**src/rtl/ubxr_pkg.sv**
```systemverilog
// Package: shared types, codes and constants of the UBX frame receiver.
`default_nettype none
package ubxr_pkg;

   localparam int unsigned BYTE_W   = 8;
   localparam int unsigned LEN_W    = 16;
   localparam int unsigned STATUS_W = 2;
   localparam int unsigned ACK_W    = 2;
   localparam int unsigned CSR_IDX_W  = 2;
   localparam int unsigned CSR_DATA_W = 16;

   localparam logic [LEN_W-1:0]  MAX_PAYLOAD_RESET = 16'd1024;
   localparam logic [BYTE_W-1:0] EXP_CLASS_RESET   = 8'h00;
   localparam logic [BYTE_W-1:0] EXP_ID_RESET      = 8'h00;

   localparam logic [BYTE_W-1:0] SYNC_FIRST  = 8'hB5;
   localparam logic [BYTE_W-1:0] SYNC_SECOND = 8'h62;
   localparam logic [BYTE_W-1:0] ACK_CLASS   = 8'h05;
   localparam logic [BYTE_W-1:0] ACK_ID_ACK  = 8'h01;
   localparam logic [BYTE_W-1:0] ACK_ID_NAK  = 8'h00;

   // register indexes
   localparam logic [CSR_IDX_W-1:0] CSR_MAX_PAYLOAD = 2'd0;
   localparam logic [CSR_IDX_W-1:0] CSR_EXP_CLASS   = 2'd1;
   localparam logic [CSR_IDX_W-1:0] CSR_EXP_ID      = 2'd2;

   localparam logic KIND_PAYLOAD   = 1'b0;
   localparam logic KIND_FRAME_END = 1'b1;

   localparam logic [STATUS_W-1:0] STATUS_OK       = 2'd0;
   localparam logic [STATUS_W-1:0] STATUS_CKSUM    = 2'd1;
   localparam logic [STATUS_W-1:0] STATUS_OVER_LIM = 2'd2;

   localparam logic [ACK_W-1:0] ACK_NONE = 2'd0;
   localparam logic [ACK_W-1:0] ACK_ACK  = 2'd1;
   localparam logic [ACK_W-1:0] ACK_NAK  = 2'd2;

   typedef struct packed {
      logic [LEN_W-1:0]  max_payload;
      logic [BYTE_W-1:0] expected_class;
      logic [BYTE_W-1:0] expected_id;
   } cfg_type;

   typedef struct packed {
      logic                kind;
      logic [BYTE_W-1:0]   payload_byte;
      logic [LEN_W-1:0]    byte_offset;
      logic [BYTE_W-1:0]   msg_class;
      logic [BYTE_W-1:0]   msg_id;
      logic [LEN_W-1:0]    payload_length;
      logic [STATUS_W-1:0] status;
      logic [ACK_W-1:0]    ack_result;
      logic                last;
   } rsp_type;

endpackage : ubxr_pkg
`default_nettype wire

```
**src/rtl/ubx_frame_receiver.sv**
```systemverilog
// UBX frame receiver top level: input word register, parser, result register.
// A word waits in the input word register; its result, if any, goes to the result
// register when the parser steps and is offered on rsp_ from then on; words that
// give no result: sync, class, id, length low, checksum A, length high within limit.
// Throughput: one word per cycle, held off while a result waits undrained on rsp_.
// Reset: synchronous, active high; clears the word and result valid flags, the
// parser state (sync hunt) and sets the registers to their defaults.
`default_nettype none
module ubx_frame_receiver
   import ubxr_pkg::*;
(
   input  wire logic                  clock,
   input  wire logic                  reset,
   // byte stream in
   input  wire logic                  req_valid,
   output logic                       req_ready,
   input  wire logic [BYTE_W-1:0]     req_rx_byte,
   // results out
   output logic                       rsp_valid,
   input  wire logic                  rsp_ready,
   output logic                       rsp_kind,
   output logic [BYTE_W-1:0]          rsp_payload_byte,
   output logic [LEN_W-1:0]           rsp_byte_offset,
   output logic [BYTE_W-1:0]          rsp_msg_class,
   output logic [BYTE_W-1:0]          rsp_msg_id,
   output logic [LEN_W-1:0]           rsp_payload_length,
   output logic [STATUS_W-1:0]        rsp_status,
   output logic [ACK_W-1:0]           rsp_ack_result,
   output logic                       rsp_last,
   // register writes
   input  wire logic                  csr_valid,
   output logic                       csr_ready,
   input  wire logic [CSR_IDX_W-1:0]  csr_index,
   input  wire logic [CSR_DATA_W-1:0] csr_data
);

   cfg_type cfg;

   // input word register
   logic              in_valid_ff, in_valid_in;
   logic [BYTE_W-1:0] in_byte_ff;

   // result register
   logic    rsp_valid_ff, rsp_valid_in;
   rsp_type rsp_ff;

   logic    step;
   logic    result_valid;
   rsp_type result;

   // Advance the parser when a word is held and the result register is free or
   // being drained this cycle; every step may produce a result, so wait for room.
   assign step      = in_valid_ff && (!rsp_valid_ff || rsp_ready);
   assign req_ready = !in_valid_ff || step;

   always_comb begin
      in_valid_in = in_valid_ff;
      if (req_ready) in_valid_in = req_valid;
   end

   always_comb begin
      rsp_valid_in = rsp_valid_ff;
      if (step) rsp_valid_in = result_valid;
      else if (rsp_ready) rsp_valid_in = 1'b0;
   end

   always_ff @(posedge clock) begin
      if (reset) begin
         in_valid_ff  <= 1'b0;
         rsp_valid_ff <= 1'b0;
      end else begin
         in_valid_ff  <= in_valid_in;
         rsp_valid_ff <= rsp_valid_in;
      end
   end

   // payload registers: load on accept, hold otherwise
   always_ff @(posedge clock) begin
      if (req_valid && req_ready) in_byte_ff <= req_rx_byte;
      if (step && result_valid) rsp_ff <= result;
   end

   ubxr_csr u_csr (
      .clock     (clock),
      .reset     (reset),
      .csr_valid (csr_valid),
      .csr_ready (csr_ready),
      .csr_index (csr_index),
      .csr_data  (csr_data),
      .cfg       (cfg)
   );

   ubxr_parser u_parser (
      .clock        (clock),
      .reset        (reset),
      .step         (step),
      .rx_byte      (in_byte_ff),
      .cfg          (cfg),
      .result_valid (result_valid),
      .result       (result)
   );

   assign rsp_valid          = rsp_valid_ff;
   assign rsp_kind           = rsp_ff.kind;
   assign rsp_payload_byte   = rsp_ff.payload_byte;
   assign rsp_byte_offset    = rsp_ff.byte_offset;
   assign rsp_msg_class      = rsp_ff.msg_class;
   assign rsp_msg_id         = rsp_ff.msg_id;
   assign rsp_payload_length = rsp_ff.payload_length;
   assign rsp_status         = rsp_ff.status;
   assign rsp_ack_result     = rsp_ff.ack_result;
   assign rsp_last           = rsp_ff.last;

endmodule : ubx_frame_receiver
`default_nettype wire

```
**src/rtl/ubxr_csr.sv**
```systemverilog
// Configuration registers of the UBX frame receiver.
`default_nettype none
module ubxr_csr
   import ubxr_pkg::*;
(
   input  wire logic                  clock,
   input  wire logic                  reset,
   input  wire logic                  csr_valid,
   output logic                       csr_ready,
   input  wire logic [CSR_IDX_W-1:0]  csr_index,
   input  wire logic [CSR_DATA_W-1:0] csr_data,
   output cfg_type                    cfg
);

   cfg_type cfg_ff;
   cfg_type cfg_in;

   assign csr_ready = 1'b1;
   assign cfg       = cfg_ff;

   always_comb begin
      cfg_in = cfg_ff;
      if (csr_valid) begin
         unique case (csr_index)
            CSR_MAX_PAYLOAD: cfg_in.max_payload    = csr_data;
            CSR_EXP_CLASS:   cfg_in.expected_class = csr_data[BYTE_W-1:0];
            CSR_EXP_ID:      cfg_in.expected_id    = csr_data[BYTE_W-1:0];
            default:         cfg_in = cfg_ff;  // drop writes beyond the list
         endcase
      end
   end

   always_ff @(posedge clock) begin
      if (reset) begin
         cfg_ff.max_payload    <= MAX_PAYLOAD_RESET;
         cfg_ff.expected_class <= EXP_CLASS_RESET;
         cfg_ff.expected_id    <= EXP_ID_RESET;
      end else begin
         cfg_ff <= cfg_in;
      end
   end

endmodule : ubxr_csr
`default_nettype wire

```
**src/rtl/ubxr_parser.sv**
```systemverilog
// Frame state machine: sync hunt, header capture, Fletcher sums and reports.
`default_nettype none
module ubxr_parser
   import ubxr_pkg::*;
(
   input  wire logic              clock,
   input  wire logic              reset,
   input  wire logic              step,
   input  wire logic [BYTE_W-1:0] rx_byte,
   input  wire cfg_type           cfg,
   output logic                   result_valid,
   output rsp_type                result
);

   localparam logic [3:0] PH_SYNC1 = 4'd0;
   localparam logic [3:0] PH_SYNC2 = 4'd1;
   localparam logic [3:0] PH_CLASS = 4'd2;
   localparam logic [3:0] PH_ID    = 4'd3;
   localparam logic [3:0] PH_LENLO = 4'd4;
   localparam logic [3:0] PH_LENHI = 4'd5;
   localparam logic [3:0] PH_PAYLD = 4'd6;
   localparam logic [3:0] PH_CKA   = 4'd7;
   localparam logic [3:0] PH_CKB   = 4'd8;

   logic [3:0]        phase_ff, phase_in;
   logic [BYTE_W-1:0] class_ff, class_in;
   logic [BYTE_W-1:0] id_ff, id_in;
   logic [LEN_W-1:0]  length_ff, length_in;
   logic [LEN_W-1:0]  count_ff, count_in;
   logic [BYTE_W-1:0] sum_a_ff, sum_a_in;
   logic [BYTE_W-1:0] sum_b_ff, sum_b_in;
   logic [BYTE_W-1:0] rx_sum_a_ff, rx_sum_a_in;
   logic [BYTE_W-1:0] echo_class_ff, echo_class_in;
   logic [BYTE_W-1:0] echo_id_ff, echo_id_in;

   logic [BYTE_W-1:0] base_a, base_b, add_a, add_b;
   logic [LEN_W-1:0]  count_inc;
   logic [LEN_W-1:0]  new_length;
   logic              cksum_ok;

   // the class byte restarts both sums
   assign base_a     = (phase_ff == PH_CLASS) ? '0 : sum_a_ff;
   assign base_b     = (phase_ff == PH_CLASS) ? '0 : sum_b_ff;
   assign add_a      = base_a + rx_byte;
   assign add_b      = base_b + add_a;
   assign count_inc  = count_ff + 1'b1;
   assign new_length = {rx_byte, length_ff[BYTE_W-1:0]};
   assign cksum_ok   = (rx_sum_a_ff == sum_a_ff) && (rx_byte == sum_b_ff);

   always_comb begin
      phase_in      = phase_ff;
      class_in      = class_ff;
      id_in         = id_ff;
      length_in     = length_ff;
      count_in      = count_ff;
      sum_a_in      = sum_a_ff;
      sum_b_in      = sum_b_ff;
      rx_sum_a_in   = rx_sum_a_ff;
      echo_class_in = echo_class_ff;
      echo_id_in    = echo_id_ff;

      result_valid          = 1'b0;
      result.kind           = KIND_PAYLOAD;
      result.payload_byte   = '0;
      result.byte_offset    = '0;
      result.msg_class      = class_ff;
      result.msg_id         = id_ff;
      result.payload_length = length_ff;
      result.status         = STATUS_OK;
      result.ack_result     = ACK_NONE;
      result.last           = 1'b0;

      unique case (phase_ff)
         PH_SYNC1: begin
            if (rx_byte == SYNC_FIRST) phase_in = PH_SYNC2;
         end
         PH_SYNC2: begin
            if (rx_byte == SYNC_SECOND) phase_in = PH_CLASS;
            else if (rx_byte != SYNC_FIRST) phase_in = PH_SYNC1;
         end
         PH_CLASS: begin
            echo_class_in = '0;
            echo_id_in    = '0;
            class_in      = rx_byte;
            sum_a_in      = add_a;
            sum_b_in      = add_b;
            phase_in      = PH_ID;
         end
         PH_ID: begin
            id_in    = rx_byte;
            sum_a_in = add_a;
            sum_b_in = add_b;
            phase_in = PH_LENLO;
         end
         PH_LENLO: begin
            length_in = {{(LEN_W-BYTE_W){1'b0}}, rx_byte};
            sum_a_in  = add_a;
            sum_b_in  = add_b;
            phase_in  = PH_LENHI;
         end
         PH_LENHI: begin
            length_in = new_length;
            sum_a_in  = add_a;
            sum_b_in  = add_b;
            count_in  = '0;
            if (new_length > cfg.max_payload) begin
               result_valid          = 1'b1;
               result.kind           = KIND_FRAME_END;
               result.payload_length = new_length;
               result.status         = STATUS_OVER_LIM;
               result.last           = 1'b1;
               phase_in              = PH_SYNC1;
            end else if (new_length == '0) begin
               phase_in = PH_CKA;
            end else begin
               phase_in = PH_PAYLD;
            end
         end
         PH_PAYLD: begin
            if (count_ff == LEN_W'(0)) echo_class_in = rx_byte;
            else if (count_ff == LEN_W'(1)) echo_id_in = rx_byte;
            sum_a_in            = add_a;
            sum_b_in            = add_b;
            result_valid        = 1'b1;
            result.payload_byte = rx_byte;
            result.byte_offset  = count_ff;
            count_in            = count_inc;
            if (count_inc >= length_ff) phase_in = PH_CKA;
         end
         PH_CKA: begin
            rx_sum_a_in = rx_byte;
            phase_in    = PH_CKB;
         end
         PH_CKB: begin
            result_valid  = 1'b1;
            result.kind   = KIND_FRAME_END;
            result.status = cksum_ok ? STATUS_OK : STATUS_CKSUM;
            result.last   = 1'b1;
            if (cksum_ok && (class_ff == ACK_CLASS) && (length_ff >= LEN_W'(2)) &&
                (echo_class_ff == cfg.expected_class) &&
                (echo_id_ff == cfg.expected_id)) begin
               if (id_ff == ACK_ID_ACK) result.ack_result = ACK_ACK;
               else if (id_ff == ACK_ID_NAK) result.ack_result = ACK_NAK;
            end
            phase_in = PH_SYNC1;
         end
         default: begin
            phase_in = PH_SYNC1;
         end
      endcase
   end

   always_ff @(posedge clock) begin
      if (reset) begin
         phase_ff      <= PH_SYNC1;
         class_ff      <= '0;
         id_ff         <= '0;
         length_ff     <= '0;
         count_ff      <= '0;
         sum_a_ff      <= '0;
         sum_b_ff      <= '0;
         rx_sum_a_ff   <= '0;
         echo_class_ff <= '0;
         echo_id_ff    <= '0;
      end else if (step) begin
         phase_ff      <= phase_in;
         class_ff      <= class_in;
         id_ff         <= id_in;
         length_ff     <= length_in;
         count_ff      <= count_in;
         sum_a_ff      <= sum_a_in;
         sum_b_ff      <= sum_b_in;
         rx_sum_a_ff   <= rx_sum_a_in;
         echo_class_ff <= echo_class_in;
         echo_id_ff    <= echo_id_in;
      end
   end

endmodule : ubxr_parser
`default_nettype wire
```
**config.mk**
```make
export PLATFORM = sky130hd
export DESIGN_NAME = ubx_frame_receiver
export DESIGN_NICKNAME = d
export VERILOG_FILES = /design/src/rtl/ubxr_pkg.sv /design/src/rtl/ubx_frame_receiver.sv /design/src/rtl/ubxr_csr.sv /design/src/rtl/ubxr_parser.sv
export SDC_FILE = /design/constraint.sdc
export NUM_CORES = 1
export LEC_CHECK = 0
export BUFFER_PORTS_ARGS = -buffer_cell sky130_fd_sc_hd__buf_2
export CELL_PAD_IN_SITES_DETAIL_PLACEMENT = 1
export CELL_PAD_IN_SITES_GLOBAL_PLACEMENT = 1
export CORE_ASPECT_RATIO = 1.4
export CORE_MARGIN = 2
export CORE_UTILIZATION = 42
export DETAILED_ROUTE_END_ITERATION = 8
export PLACE_DENSITY = 0.79
export RECOVER_POWER = 100
export SLEW_MARGIN = 25
export SYNTH_ARGS = -nofsm -noshare
export SYNTH_HDL_FRONTEND = slang
export SYNTH_HIERARCHICAL = 1
export SYNTH_SLANG_ARGS = --single-unit
export TNS_END_PERCENT = 5
```
**constraint.sdc**
```tcl
create_clock -name clock -period 4.9 [get_ports clock]
set_clock_uncertainty 0.05 [all_clocks]
set_input_delay 0.245 -clock clock [delete_from_list [all_inputs] [get_ports clock]]
set_output_delay 0.245 -clock clock [all_outputs]
set_load 0.02 [all_outputs]
```
After elaboration in Yosys (flattened, before gate mapping)
Index checks and enable logic that the tools add are counted.

cells by class
  eq/ne operators = 26
  reductions and logical operators = 38
  bitwise logic cells = 3
  order comparisons = 3
  add/subtract/negate cells = 3
  mux-type cells = 27

operators by type and width
  cell                                                   count
  case mux 16 bit (2 select lines)                       2
  two-way mux 8 bit                                      5
  equality test 8 bit                                    4
  logical NOT 16 bit                                     2
  case mux 4 bit (8 select lines)                        1
  case mux 8 bit (2 select lines)                        2
  AND reduction 2 bit                                    10
  two-way mux 18 bit                                     1
  adder 16 x 1 -> 16 bit (second input constant)         1
  adder 8 bit                                            2
  equality test 16 x 1 -> 1 bit (second input constant)  1
  equality test 4 x 3 -> 1 bit (second input constant)   4
  >= comparator 16 bit                                   1
  >= comparator 16 x 2 -> 1 bit (second input constant)  1
  greater-than comparator 16 bit                         1
  two-way mux 16 bit                                     1
  two-way mux 4 bit                                      4
  equality test 4 x 2 -> 1 bit (second input constant)   2
  equality test 8 x 1 -> 1 bit (second input constant)   1
  equality test 8 x 3 -> 1 bit (second input constant)   1
  equality test 8 x 7 -> 1 bit (second input constant)   1
  equality test 8 bit (second input constant)            1
  logical AND 1 bit                                      8
  logical NOT 8 bit                                      1
  24 further kinds                                       42

word-level totals
  output and inout port bits = 65
  logic and storage cells = 126
  register bits after elaboration = 195
  input port bits = 31

Depth between registers and ports, before layout
  depth after elaboration = 8
  mapped depth = 18
  mapped depth without buffers = 16

Hierarchy
Netlist, hierarchy kept.

by module, submodules not included
  module              area an instance (um^2)  cells each  sequential area each (um^2)  instances
  ubxr_parser         6,392.4                  805         1,841.8                      1
  ubx_frame_receiver  2,204.6                  81          2,142.1                      1
  ubxr_csr            1,356.3                  126         640.6                        1

Worst setup path after synthesis
OpenSTA, ideal clock, no wires.

  path type = flip-flop to flip-flop
  start = register in_byte_ff[7]
  end = register rsp_ff (netlist bit rsp_ack_result[0]) (enable)
  data required time = 4.360 ns
  clock period less this slack = 5.167 ns
  library setup time = 0.490 ns
  arrival = 4.627 ns
  cell stages (with the launch flop) = 10
  path slack = -0.267 ns
  buffers on the path = 0
  path through = edfxtp_1 ha_1 nand4_1 nor3_2 o31ai_1 a32o_1 o21a_1 o21ai_0 nand2_1 nor2b_1

on the way
  cells in the longest elaborated chain, start to end = 4

RTL lines
  what                             line                      source
  start, declared                  ubx_frame_receiver.sv:41  logic [BYTE_W-1:0] in_byte_ff;
  start signal, assigned           ubx_frame_receiver.sv:79  if (req_valid && req_ready) in_byte_ff <= req_rx_byte;
  greater-than comparator 16 bit   ubxr_parser.sv:106        if (new_length > cfg.max_payload) begin
  two-way mux 1 bit                ubxr_parser.sv:106
  case mux 1 bit (2 select lines)  ubxr_parser.sv:73         unique case (phase_ff)
  via result_valid                 ubx_frame_receiver.sv:48  logic result_valid;
  logical AND 1 bit                ubx_frame_receiver.sv:80  if (step && result_valid) rsp_ff <= result;
  end signal, assigned             ubx_frame_receiver.sv:80
  end, declared                    ubx_frame_receiver.sv:45  rsp_type rsp_ff;

The timed path passes the listed nets, and every way through them passes these cells.
A chain may end at the register's enable or synchronous reset.

Worst setup path in the final report
  start = register u_parser.phase_ff[1]
  end = register u_parser.sum_b_ff[7]

on the way
  cells in the longest elaborated chain, start to end = 4
  elaborated cells on any way between the ends = 11
  classes of those cells = 2 x add/sub; 5 x eq/ne; 2 x mux; 2 x reduce/logical

RTL lines
  what                          line                source
  start, declared               ubxr_parser.sv:25   logic [3:0] phase_ff, phase_in;
  start signal, assigned        ubxr_parser.sv:166  phase_ff <= phase_in;
  equality test 4 x 2 -> 1 bit  ubxr_parser.sv:42   assign base_a = (phase_ff == PH_CLASS) ? '0 : sum_a_ff;
  two-way mux 8 bit             ubxr_parser.sv:42
  adder 8 bit                   ubxr_parser.sv:44   assign add_a = base_a + rx_byte;
  via u_parser.add_a[5]         ubxr_parser.sv:36   logic [BYTE_W-1:0] base_a, base_b, add_a, add_b;
  adder 8 bit                   ubxr_parser.sv:45   assign add_b = base_b + add_a;
  end signal, assigned          ubxr_parser.sv:172  sum_b_ff <= sum_b_in;
  end, declared                 ubxr_parser.sv:31   logic [BYTE_W-1:0] sum_b_ff, sum_b_in;

The timed path passes the listed nets, and every way through them passes these cells.

==> run_results.csv <==
group,metric,value,unit
outcome,status,"finished with violations",
outcome,violations,"capacitance limit, slew limit",
drt,dr.pass1.iters,4,
place,globalplace.congestion,0.800,
worst_hold_path,whs_path_depth,3,
synth,ys.flop_type,"dfxtp_1",
synth,syn_area_per_cell,9.84,sq um
drt,routedWlPerCell,19.0,um
synth,syn_nets,1094,
cells_and_area,final_cells,1405,
sta,fin_crit_sh,0.905,
setup_path,required,5.21,ns
setup_path,r2r_slack,0.47,ns
worst_hold_path,hold_path_end,"u_csr/cfg[25]",
drt,avgViaCountPerCell,5.43,
power_and_ir_drop,ir_drop,0.000240,V
cells_and_area,diodes,0,
global_route,overflow,0,
power_and_ir_drop,intPower,2.46,mW
power_and_ir_drop,power_switching,761,uW
setup_path,crit_family,"compound AO/OA/AOI/OAI gates",
global_route,grt_use_met2,0.413,
power_and_ir_drop,p_clk_frac,0.428,
die,core_area,23300,sq um
place,dp_hpwl,18.7,mm
power_and_ir_drop,combPwrFrac,0.047,
setup_path,worstPathMaxFanout,17,
setup_path,r2r_cells,13,
sta,rsz0062_at_grt,"no",
synth,synthCells,1012,
setup_path,critPathCaptureType,"flip-flop",
worst_hold_path,worstHoldPathType,"in2reg",
drt,vias,7628,
sta,maxSlewViolCount,62,
sta,hold_viol,0,
synth,synthArstFlopShare,0,
place,port_buffers,94,
worst_hold_path,holdCritStartpoint,"csr_data[9]",
synth,synth-seq-cells,196,
drt,drc,0,
sta,period_minus_slack,4.43,ns
setup_path,critPathLaunchType,"flip-flop",
synth,synth_edf_count,70,
setup_path,r2r_end,"u_parser/sum_b_ff[7]",
global_route,grt_use_total,0.221,
die,die_area,25000,sq um
global_route,gr-usage-met3,0.0279,
global_route,groute.layer.met1.usage,0.256,
setup_path,critPathArrivalTime,4.74,ns
synth,ys_seq_area_frac,0.465,
cells_and_area,syn2layout_area_growth,11.8,%
setup_path,critPathKind,"reg2reg",
synth,ys_types,69,
cells_and_area,final_nets,1168,
cells_and_area,num-fill-cells,2721,
die,io_pins,96,
drt,wirelength,26.7,mm
clock_network,clockBufferDepth,2,
synth,netlist_area,9950,sq um
die,fp.dieW,134,um
sta,slew_headroom,-0.347,
power_and_ir_drop,p_seq_frac,0.526,
power_and_ir_drop,p_total,3.22,mW
global_route,grt_antenna_before_repair,0,
setup_path,cpPeakStageDelay,0.65,ns
clock_network,htreeDepth,4,
sta,setup_violations,0,
sta,worst_pin_slew,2.02,ns
cells_and_area,post-route-util,0.478,
clock_network,cts_tree,"done",
clock_network,clkSinkCount,196,
setup_path,cp_slowest_cell,"a2111oi_0",
global_route,grt_max_degree,98,
cells_and_area,final_cell_mix,"dfxtp_1 (126), a21oi_1 (80), nand2_1 (73)",
setup_path,crit_chain,"nor4b_1, buf_4, nand2b_1, inv_1, ha_1, a21o_1, a2111oi_0, xnor2_1, ha_1, a2111oi_0, nor4bb_1, or3b_1, a31oi_1",
die,start_util,0.427,
drt,dr.first_iter.drc_count,356,
run,drv_cap,2,
power_and_ir_drop,p_per_area,290,nW/um^2
sta,tns,0,ns
clock_network,insertion_delay,0.45,ns
global_route,grt.busiest_layer,"met2",
power_and_ir_drop,p_leak,4.26,nW
global_route,grt_pass1_wl,42.7,mm
setup_path,cp.buffers_inverters,2,
sta,hold_ws,0.0144,ns
clock_network,cts_buffers,17,
cells_and_area,final_common_cell,"dfxtp_1",
place,dp_cells,1362,
clock_network,cts_root_buf,"clkbuf_16",
synth,ys_warn_count,6,
die,rows,66,
sta,fmax,0.226,GHz
cells_and_area,layout-drive-gt1-share,0.0773,
power_and_ir_drop,switching_share,0.236,
drt,ant_nets,0,
global_route,grt_pass1_vias,8077,
die,die_h,186,um
clock_network,clk_pin_slew,0.07,ns
setup_path,reg2reg_from,"u_parser/phase_ff[1]",
layout make-up:
cell class | count | area (sq um) | area share
inverters | 52 | 195 | 0.0175
well taps | 306 | 383 | 0.0344
clock buffers | 17 | 425 | 0.0382
multi-input cells | 695 | 4720 | 0.424
clock inverters | 15 | 154 | 0.0138
flip-flops and latches | 196 | 4620 | 0.416
repair buffers | 124 | 626 | 0.0562
stage by stage:
| stage | instance area (sq um) | worst slack [ns] |
|---|---|---|
| 6_report | 11100 | 0.468 |
| 5_1_grt | 11100 | 0.0221 |
| 4_1_cts | 11300 | 0.501 |
| 3_5_place_dp | 10600 | 0.528 |
| 3_3_place_gp | 10600 | 0.831 |
| 2_1_floorplan | 9960 | 0.933 |
what timing repair did:
item                                   4_1_cts  5_1_grt
gates resized for setup                      0        0
endpoints found under the hold margin       11        0
hold buffers                                11        0
setup buffers                                0        0
logic make-up (layout without fill, tap and decap cells):
| logic type | after synthesis | count (layout) | synth area share |
|---|---|---|---|
| AOI/OAI and AO/OA | 164 | 164 | 0.0999 |
| xor gates and xnor gates | 55 | 55 | 0.0484 |
| adders and majority gates | 51 | 51 | 0.0656 |
| buffers and inverters | 121 | 208 | 0.0547 |
| DFF | 196 | 196 | 0.465 |
| muxes | 64 | 64 | 0.0679 |
| other | 1 | 1 | 0.000377 |
| and+or+nand+nor | 360 | 360 | 0.198 |
flip-flops by register name, indices dropped and copies added, names as in the netlist, 16 cells and up:
name / count
rsp_byte_offset: 16
u_parser/count_ff: 16
u_parser/length_ff: 16
u_csr/cfg: 32
rsp_payload_length: 16
power by group through the flow:
stage | Combinational, mW | Clock, mW | Sequential, mW
after global placement | 0.142 | 0 | 1.73
after global routing | 0.167 | 1.47 | 1.69
final | 0.151 | 1.38 | 1.69
after floorplan | 0.0940 | 0 | 1.73
after detailed placement | 0.146 | 0 | 1.73
after CTS | 0.153 | 1.41 | 1.69
metal layers:
layer / part of all wire / up-vias
li1: - / 3662
met1: 0.42 / 3773
met2: 0.52 / 147
met3: 0.031 / 46
met4: 0.030 / 0
met5: 0 / -
worst register-to-register path: stages (launching register included):
cell       delay, ns
dfxtp_1         0.63
nor4b_1         0.32
buf_4           0.28
nand2b_1        0.18
inv_1           0.06
ha_1            0.28
a21o_1          0.21
a2111oi_0       0.50
xnor2_1         0.21
ha_1            0.27
a2111oi_0       0.65
nor4bb_1        0.14
or3b_1          0.38
a31oi_1         0.18
cell usage after synthesis (all sizes together) (10+ instances only):
cell type	number	share of area
inv	52	0.020
edfxtp	70	0.21
a21o	10	0.0075
nor4	13	0.0082
xnor2	32	0.028
ha	49	0.062
and2	31	0.019
nor2	63	0.024
mux2i	57	0.057
o31ai	10	0.0075
o21ai	27	0.014
xor2	23	0.020
a21oi	80	0.040
nor2b	16	0.010
nand2b	54	0.034
nand4	22	0.014
nor3	14	0.0085
buf	28	0.020
nand3	27	0.014
clkbuf	41	0.015
dfxtp	126	0.25
nand2	73	0.028
worst max path at each step:
| stage | from | end | cells past startpoint |
|---|---|---|---|
| after CTS | u_parser/phase_ff[2] | u_parser/sum_b_ff[7] | 17 |
| after global routing | u_parser/phase_ff[1] | u_parser/sum_b_ff[7] | 13 |
| after detailed placement | u_parser/phase_ff[2] | u_parser/sum_b_ff[7] | 17 |
| final | u_parser/phase_ff[1] | u_parser/sum_b_ff[7] | 13 |
| after floorplan | in_byte_ff[7] | rsp_ack_result[0] | 9 |
| after global placement | u_parser/phase_ff[2] | u_parser/sum_b_ff[7] | 17 |
No activity file was read; power rests on OpenSTA's default activity.
